**src/hdl/pts_pkg.sv**
```systemverilog
// pts_pkg: shared constants, types and codes for the per-byte timing statistics core
// used by pts_front, pts_back, pts_div, pts_sqrt and the top level
package pts_pkg;

  localparam int NONCE_BYTES = 16;
  localparam int COUNT_WIDTH = 32;
  localparam int SUM_WIDTH = 48;
  localparam int SQ_WIDTH = 64;
  localparam int BYTE_VALUES = 256;
  localparam int ADDR_WIDTH = 8;
  localparam int POS_WIDTH = 4;
  localparam int TIME_WIDTH = 16;
  localparam int Q8_WIDTH = 24;
  localparam int DIV_WIDTH = 80;
  localparam int ROOT_WIDTH = 32;

  localparam logic [TIME_WIDTH-1:0] LIMIT_RESET = 16'd20000;
  localparam logic [COUNT_WIDTH-1:0] COUNT_MAX = {COUNT_WIDTH{1'b1}};
  localparam logic [SUM_WIDTH-1:0] SUM_MAX = {SUM_WIDTH{1'b1}};
  localparam logic [SQ_WIDTH-1:0] SQ_MAX = {SQ_WIDTH{1'b1}};
  localparam logic [Q8_WIDTH-1:0] Q8_MAX = {Q8_WIDTH{1'b1}};

  localparam logic OP_ACCUMULATE = 1'b0;
  localparam logic OP_QUERY = 1'b1;

  typedef struct packed {
    logic [COUNT_WIDTH-1:0] count;
    logic [SUM_WIDTH-1:0] sum;
    logic [SQ_WIDTH-1:0] square_sum;
  } entry_t;

  typedef struct packed {
    logic op;
    logic take;
    logic [8*NONCE_BYTES-1:0] nonce;
    logic [TIME_WIDTH-1:0] sample;
    logic [2*TIME_WIDTH-1:0] square;
    logic [POS_WIDTH-1:0] pos;
    logic [ADDR_WIDTH-1:0] value;
  } cmd_t;

  // queue head handed from front to back
  typedef struct packed {
    logic valid;
    cmd_t cmd;
  } link_t;

  // back-to-front control
  typedef struct packed {
    logic pop;
    logic clearing;
  } back_ctl_t;

endpackage

```
**src/hdl/pts_front.sv**
```systemverilog
// pts_front: accepts items, checks the sample against the limit, squares it
// and holds a two-entry queue for the back end; depends on pts_pkg
module pts_front (
  input  logic clk,
  input  logic rst,
  input  logic in_valid,
  output logic in_ready,
  input  logic operation,
  input  logic [63:0] nonce_low,
  input  logic [63:0] nonce_high,
  input  logic [pts_pkg::TIME_WIDTH-1:0] sample_time,
  input  logic [pts_pkg::POS_WIDTH-1:0] query_position,
  input  logic [pts_pkg::ADDR_WIDTH-1:0] query_value,
  input  logic [pts_pkg::TIME_WIDTH-1:0] timing_limit,
  input  pts_pkg::back_ctl_t ctl,
  output pts_pkg::link_t head
);

  pts_pkg::cmd_t slots [0:1];
  pts_pkg::cmd_t item;
  logic wr_ptr;
  logic rd_ptr;
  logic [1:0] fill;
  logic push;
  logic pop;

  assign in_ready = !ctl.clearing && (fill != 2'd2);
  assign push = in_valid && in_ready;
  assign pop = ctl.pop && (fill != 2'd0);

  always_comb begin
    item.op = operation;
    item.take = (operation == pts_pkg::OP_ACCUMULATE) && (sample_time < timing_limit);
    item.nonce = {nonce_high, nonce_low};
    item.sample = sample_time;
    item.square = sample_time * sample_time;
    item.pos = query_position;
    item.value = query_value;
  end

  always_ff @(posedge clk) begin
    if (rst) begin
      wr_ptr <= 1'b0;
      rd_ptr <= 1'b0;
      fill <= 2'd0;
    end else begin
      if (push) wr_ptr <= !wr_ptr;
      if (pop) rd_ptr <= !rd_ptr;
      fill <= fill + {1'b0, push} - {1'b0, pop};
    end
  end

  always_ff @(posedge clk) begin
    if (push) slots[wr_ptr] <= item;
  end

  assign head.valid = fill != 2'd0;
  assign head.cmd = slots[rd_ptr];

endmodule

```
**config.mk**
```make
export PLATFORM = sky130hd
export DESIGN_NAME = pts_front
export DESIGN_NICKNAME = d
export VERILOG_FILES = /design/src/hdl/pts_pkg.sv /design/src/hdl/pts_front.sv
export SDC_FILE = /design/constraint.sdc
export NUM_CORES = 1
export LEC_CHECK = 0
export BUFFER_PORTS_ARGS = -buffer_cell sky130_fd_sc_hd__clkbuf_2
export CORE_MARGIN = 4
export CORE_UTILIZATION = 34
export CTS_CLUSTER_DIAMETER = 100
export DETAILED_ROUTE_END_ITERATION = 6
export GPL_TIMING_DRIVEN = 1
export PLACE_DENSITY_LB_ADDON = 0.15
export SLEW_MARGIN = 25
export SYNTH_ARGS = -nofsm -noshare
export SYNTH_HDL_FRONTEND = slang
export SYNTH_SLANG_ARGS = --single-unit
```
**constraint.sdc**
```tcl
create_clock -name clk -period 12.05 [get_ports clk]
set_input_delay 0 -clock clk [delete_from_list [all_inputs] [get_ports clk]]
set_output_delay 0 -clock clk [all_outputs]
set_load 0.1 [all_outputs]
```
* Word level (Yosys, flattened, before mapping) *
Memories as Yosys holds them, arrays and structs flattened. A register that Yosys moved wholly into a read port is not among the register bits.
Cells that the tools add are included.

word-level totals
  latch bits = 0
  memories = 1
  bits in writable memories = 380
  ROM bits = 0
  input bits = 178
  output and inout bits = 192
  register bits = 4

operators by class
  shifts and indexed selects = 0
  bitwise operators = 1
  muxes and demuxes = 4
  div/mod/pow operators = 0
  reductions and logical operators = 8
  eq/ne operators = 1
  multipliers = 1
  $lt $le $gt $ge = 1
  add/sub/neg operators = 2

memory list
  memory  words  width  rd ports  clocked after memory_dff  write ports  line             text
  slots   2      190    1         1                         1            pts_front.sv:19  pts_pkg::cmd_t slots [0:1];

operators with widths
  operator                                       number
  multiplier 16 x 16 -> 32 bit                   1
  < comparator 16 bit                            1
  logical AND 1 bit                              4
  2-to-1 mux 1 bit                               4
  logical NOT 1 bit                              3
  adder 2 x 1 -> 2 bit                           1
  inequality test 2 bit (second input constant)  1
  nonzero test 2 bit                             1
  subtractor 2 x 1 -> 2 bit                      1
  inverter 1 bit                                 1

* Longest topological paths before layout *
Gate-level depths: netlist (run 1).

  depth in word-level cells = 5
  depth in mapped cells = 23
  gate-level depth less buffers = 21

* Worst setup path before layout (run 1) *
OpenSTA, ideal clock, no wires.

  path type = reg2reg
  start point = reg fill[0]
  end point = mem slots[0][0] (netlist name) (enable)
  arrival time = 10.141 ns
  stages on the path, launching flop included = 5
  library setup time = 0.739 ns
  clock period less this slack = 10.881 ns
  slack = 1.169 ns
  cells stage by stage = dfxtp_1 inv_1 a21oi_1 nand2_1 nor2_1

on the way
  longest elaborated chain between the ends = 5

ends and longest elaborated chain
  element                                 line             text
  start, declared                         pts_front.sv:23  logic [1:0] fill;
  start signal, assigned                  pts_front.sv:49  fill <= fill + {1'b0, push} - {1'b0, pop};
  inequality test 2 bit                   pts_front.sv:27  assign in_ready = !ctl.clearing && (fill != 2'd2);
  logical AND 1 bit                       pts_front.sv:27
  named net in_ready                      pts_front.sv:7   output logic in_ready,
  logical AND 1 bit                       pts_front.sv:28  assign push = in_valid && in_ready;
  2-to-1 mux 1 bit                        pts_front.sv:54  if (push) slots[wr_ptr] <= item;
  2-to-1 mux 1 bit (not written as such)  pts_front.sv:54
  end, declared                           pts_front.sv:19

The timed path passes the listed nets, and every way through them passes these cells.

==> results of run 1 <==
-- cell families after synthesis --
family                     synth area share, %
adders and majority gates                 21.8
muxes                                     9.83
buffers and inverters                     5.58
DFF                                       52.6
AOI/OAI and AO/OA                         3.65
and+or+nand+nor                           4.86
xor gates and xnor gates                  1.62
other                                   0.0173
-- worst max-delay path, cell delays in order --
cell	delay [ns]
dlygate4sd3_1	0.53
clkbuf_2	0.29
nand2_1	0.21
inv_1	0.08
fa_1	0.54
inv_1	0.06
fa_1	0.53
inv_1	0.05
fa_1	0.50
inv_1	0.05
fa_1	0.52
inv_1	0.05
fa_1	0.47
inv_1	0.05
fa_1	0.47
inv_1	0.04
ha_1	0.40
nand4_1	0.18
nor3_2	0.30
nor2_1	0.10
o211ai_2	0.31
a21oi_1	0.16
o311ai_1	0.37
-- cells in the mapped netlist (all sizes together), types with 7 or more instances --
master and number:
nor2b 8, nand2 92, buf 20, o21ai 17, inv 268, a21o 19, xor2 16, nor2 28
edfxtp 376, ha 118, nand3 7, fa 162, clkbuf 26, xnor2 24, and2 46, mux2 189
a21oi 34
-- metrics by stage --
step | std cells | area [µm²] | hold WS, ns
4_1_cts | 2936 | 27300 | 0.00269
2_1_floorplan | 1533 | 21600 | 0.0716
6_report | 2936 | 27300 | 0.0206
5_1_grt | 2936 | 27300 | 0.0279
3_3_place_gp | 2708 | 24400 | 0.189
3_5_place_dp | 2708 | 24400 | 0.193
-- state kept, by name (all words and copies together), names as in the netlist, named ones only --
signal and cells:
rd_ptr 1, fill 2, wr_ptr 1, slots 376
-- layer usage --
layer  vias to the layer above  global-route usage (%)  wire, µm
li1                       6291                       -         -
met1                      6587                    20.9     23700
met2                       321                    26.2     26100
met3                        68                    2.79      2850
met4                         0                    4.04      1200
met5                         -                       0         0
-- final cells by class --
| cell class | instances | share of cell area, % |
|---|---|---|
| tap | 846 | 3.88 |
| multi-input combinational | 838 | 33.2 |
| clock buffer | 48 | 4.02 |
| inverter | 268 | 3.69 |
| sequential | 381 | 41.8 |
| timing repair buffer | 526 | 12.5 |
| clock inverter | 29 | 0.872 |
-- worst max path at each step --
stage | start | to | slack, ns
2_1_floorplan | fill[0]$_SDFF_PP0_ | slots[0][0]$_DFFE_PP_ | 1.17
3_3_place_gp | sample_time[9] | slots[0][38]$_DFFE_PP_ | 6.20
3_5_place_dp | sample_time[9] | slots[0][38]$_DFFE_PP_ | 6.05
4_1_cts | sample_time[12] | slots[1][40]$_DFFE_PP_ | 6.15
5_1_grt | sample_time[3] | slots[0][38]$_DFFE_PP_ | 5.81
6_report | sample_time[3] | slots[1][38]$_DFFE_PP_ | 6.15
==> flow_summary.json, run 1 <==
{
  "regToRegStartpoint": "fill[0]$_SDFF_PP0_",
  "port_buffers": 368,
  "synthTopCellsByArea": "edfxtp_1 (52%), fa_1 (15%), mux2_2 (9.8%)",
  "drt_iter0_markers": 633,
  "clock-root-buffer": "clkbuf_16",
  "cts_made_buffers": 43,
  "drt-pass1-iter-count": 5,
  "remaining_drc_errors": 0,
  "wl_per_cell_um": 18.4,
  "drt-total-wl_um": 53900,
  "synth_top_cell_by_area": "edfxtp_1",
  "synth-main-ff-cell": "edfxtp_1",
  "clock_path_buffers": 3,
  "nFillCells": 5930,
  "worstSetupPathType": "in -> reg",
  "status": "completed",
  "worstSetupStartpointType": "primary input",
  "min-delay-start": "sample_time[2]",
  "dp_hpwl_um": 39300,
  "final_util_pct": 43.2,
  "clk_latency_ns": 0.58,
  "first_global_vias": 14376,
  "fin_skew_ns": 0.0330,
  "n_antenna_cell": 0,
  "hold_end": "slots[0][46]$_DFFE_PP_",
  "cts_post_setup_buffers_inserted": 0,
  "netlist_area_um2": 21600,
  "syn_area_per_cell_um2": 14.1,
  "yosysTopAreaCellShare_pct": 52.2,
  "pre_cts_ws_ns": 6.05,
  "cts_tree": "done",
  "antenna_found_initial": 0,
  "r2r_end": "slots[0][78]$_DFFE_PP_",
  "clkSinkCount": 381,
  "ys_types": 64,
  "overflow": 0,
  "seq_area_um2": 11400,
  "fmax_ghz": 0.169,
  "syn-num-nets": 1991,
  "multi_input_area_um2": 9060,
  "syn-instance-count": 1533,
  "fin_tns_setup_ns": 0,
  "vias_per_cell": 4.52,
  "grt_pass1_wl_um": 82400,
  "die_x_um": 260,
  "drv_slew": 0,
  "ant_nets": 0,
  "cts-hold-fix-buffers": 151,
  "hold_viol_final": 0,
  "worst-path-max-fanout": 18,
  "timing.reg2reg.worst_path_depth": 6,
  "initial_utilization_pct": 34.3,
  "rsz0062_at_grt": "false",
  "grt_max_degree": 75,
  "worst_setup_path_end_kind": "register",
  "r2r_setup_slack_ns": 8.74,
  "synth-edff-count": 376,
  "holdCritPathClass": "in -> reg",
  "fp.dieH_um": 260,
  "arrival_ns": 6.26,
  "layout.cells.most_common_list": "edfxtp_1 (376), clkbuf_2 (368), inv_1 (268)",
  "worst_slack_ns": 6.15,
  "max_slew_margin_pct": 33.5,
  "period_needed_ns": 5.90,
  "cts_resized": 0,
  "fin_crit_sh_pct": 49.0,
  "final_layout_size_suffix_gt1_share_pct": 30.9,
  "dr_total_vias": 13267,
  "required_ns": 12.41,
  "ys_seq_area_share_pct": 52.6,
  "boundaryPins": 370,
  "core_area_um2": 63100,
  "area_delta_synth_final_pct": 26.0,
  "nNetsFinal": 2516,
  "rows": 92,
  "synth_seq_cells": 381,
  "whs_path_depth": 1,
  "die-area_um2": 67800,
  "tightest_slew_ns": 0.998,
  "clk_pin_slew_ns": 0.06,
  "layout_commonest_cell": "edfxtp_1",
  "cap_violations": 0,
  "yosys_warnings": 0,
  "cts_max_level": 2,
  "globalplace.congestion": 0.883,
  "async_flop_share_pct": 0,
  "setup_viol": 0,
  "grt_usage_pct": 15.6
}
Power of run 1 is left out: the tool's default activity adds up to more than one toggle a clock period on the data nets, which glitch-free logic cannot reach.
==> run 2: changes to the inputs <==
- clock period: 12.05 -> 5.9 ns (I/O delays scaled with it)
==> run 2 against run 1 <==
Net effect:
- worst hold slack better by 0.018 ns
- cell count increased by 1.1%
- register-to-register slack got worse by 5.4 ns
- clock skew is 0.0081 ns higher
- die area stayed put
- critical path type unchanged
- critical path depth grew 1
- non-clock buffer count increased by 25
==> flow_summary.json, run 2 (synthesis results as in run 1) <==
{
  "arrival_ns": 5.97,
  "multi_input_area_um2": 9070,
  "clock_path_buffers": 3,
  "fmax_ghz": 0.177,
  "rows": 92,
  "final_layout_size_suffix_gt1_share_pct": 31.7,
  "grt_usage_pct": 15.7,
  "worst-path-max-fanout": 8,
  "cts_max_level": 2,
  "crit_top_cell": "inv_1",
  "largest_reg_flops": 376,
  "crit_family": "adder cells",
  "setup_viol": 0,
  "fin_tns_setup_ns": 0,
  "drt-total-wl_um": 54500,
  "top_register": "slots",
  "status": "completed",
  "layout_commonest_cell": "edfxtp_1",
  "required_ns": 6.20,
  "cts_made_buffers": 45,
  "min-delay-start": "sample_time[0]",
  "drv_slew": 0,
  "hold_viol_final": 0,
  "cap_violations": 0,
  "clock-root-buffer": "clkbuf_16",
  "worstSetupStartpointType": "primary input",
  "fin_skew_ns": 0.0410,
  "holdCritPathClass": "in -> reg",
  "crit_chain": "dlygate4sd3_1 > clkbuf_2 > nand2_1 > inv_1 > fa_1 > inv_1 > fa_1 > inv_1 > fa_1 > inv_1 > fa_1 > inv_1 > fa_1 > inv_1 > fa_1 > inv_1 > ha_2 > nand4_1 > nor3_2 > buf_4 > o311ai_1 > o211ai_1 > a21oi_1 > xnor2_1",
  "drt-pass1-iter-count": 4,
  "first_global_vias": 14629,
  "worst_setup_path_end_kind": "register",
  "initial_utilization_pct": 34.3,
  "seq_area_um2": 11400,
  "ant_nets": 0,
  "max_slew_margin_pct": 32.6,
  "wl_per_cell_um": 18.4,
  "critPathLaunch": "sample_time[8]",
  "grt_pass1_wl_um": 83400,
  "core_area_um2": 63100,
  "fin_crit_sh_pct": 96.0,
  "grt_max_degree": 111,
  "dr_total_vias": 13435,
  "worstSetupPathType": "in -> reg",
  "area_delta_synth_final_pct": 27.6,
  "clkSinkCount": 381,
  "cp_num_buf_inv": 10,
  "boundaryPins": 370,
  "critPathSlowestCell": "dlygate4sd3_1",
  "n_antenna_cell": 0,
  "vias_per_cell": 4.53,
  "rsz0062_at_grt": "false",
  "nNetsFinal": 2543,
  "layout.cells.most_common_list": "edfxtp_1 (376), clkbuf_2 (367), inv_1 (268)",
  "fp.dieH_um": 260,
  "regToRegStartpoint": "fill[0]$_SDFF_PP0_",
  "r2r_setup_slack_ns": 3.38,
  "port_buffers": 368,
  "cts_tree": "done",
  "nFillCells": 5948,
  "top_regs": "slots (376), fill (2)",
  "dp_hpwl_um": 40400,
  "globalplace.congestion": 0.842,
  "antenna_found_initial": 0,
  "clk_pin_slew_ns": 0.05,
  "period_needed_ns": 5.66,
  "remaining_drc_errors": 0,
  "clk_latency_ns": 0.57,
  "die-area_um2": 67800,
  "die_x_um": 260,
  "tightest_slew_ns": 1.01,
  "drt_iter0_markers": 706,
  "slowest_delay_ns": 0.54,
  "overflow": 0
}
==> run 2: timing repair <==
item,in CTS,in global routing
hold endpoints to repair,303,0
setup buffers,0,1
resized for setup,0,6
hold buffers,153,0
endpoints found under the setup margin,0,7
==> run 2: cell type report <==
type | instances | share of cell area [%]
sequential | 381 | 41.3
tap | 846 | 3.83
clock buffer | 56 | 4.23
inverter | 268 | 3.64
multi-input combinational | 838 | 32.9
clock inverter | 28 | 1.01
timing repair buffer | 551 | 13.2
==> run 2: layer usage <==
| metal | GRT usage [%] | vias to the layer above | routed length [µm] |
|---|---|---|---|
| met5 | 0 | - | 0 |
| met4 | 4.50 | 0 | 1480 |
| met3 | 2.79 | 82 | 2750 |
| met2 | 26.8 | 302 | 26300 |
| met1 | 20.7 | 6683 | 24000 |
| li1 | - | 6368 | - |
==> run 2: worst paths after layout <==
kind         cells past startpoint                endpoint
max                             24  slots[1][40]$_DFFE_PP_
min                              2  slots[0][44]$_DFFE_PP_
max reg2reg                      6  slots[0][27]$_DFFE_PP_
min reg2reg                      2     rd_ptr$_SDFFE_PP0P_
==> run 2: metrics by stage <==
step           std cells  setup slack (ns)  util (%)  cell area (µm²)  hold slack, ns
2_1_floorplan       1533             0.289         -            21700          0.0716
3_3_place_gp        2730             0.196      39.0            24600           0.190
3_5_place_dp        2730             0.105      39.0            24600           0.193
4_1_cts             2967             0.181      43.7            27600         0.00491
5_1_grt             2968           0.00313      43.8            27600          0.0284
6_report            2968             0.236      43.8            27600          0.0383
Power of run 2 is left out for the same reason.
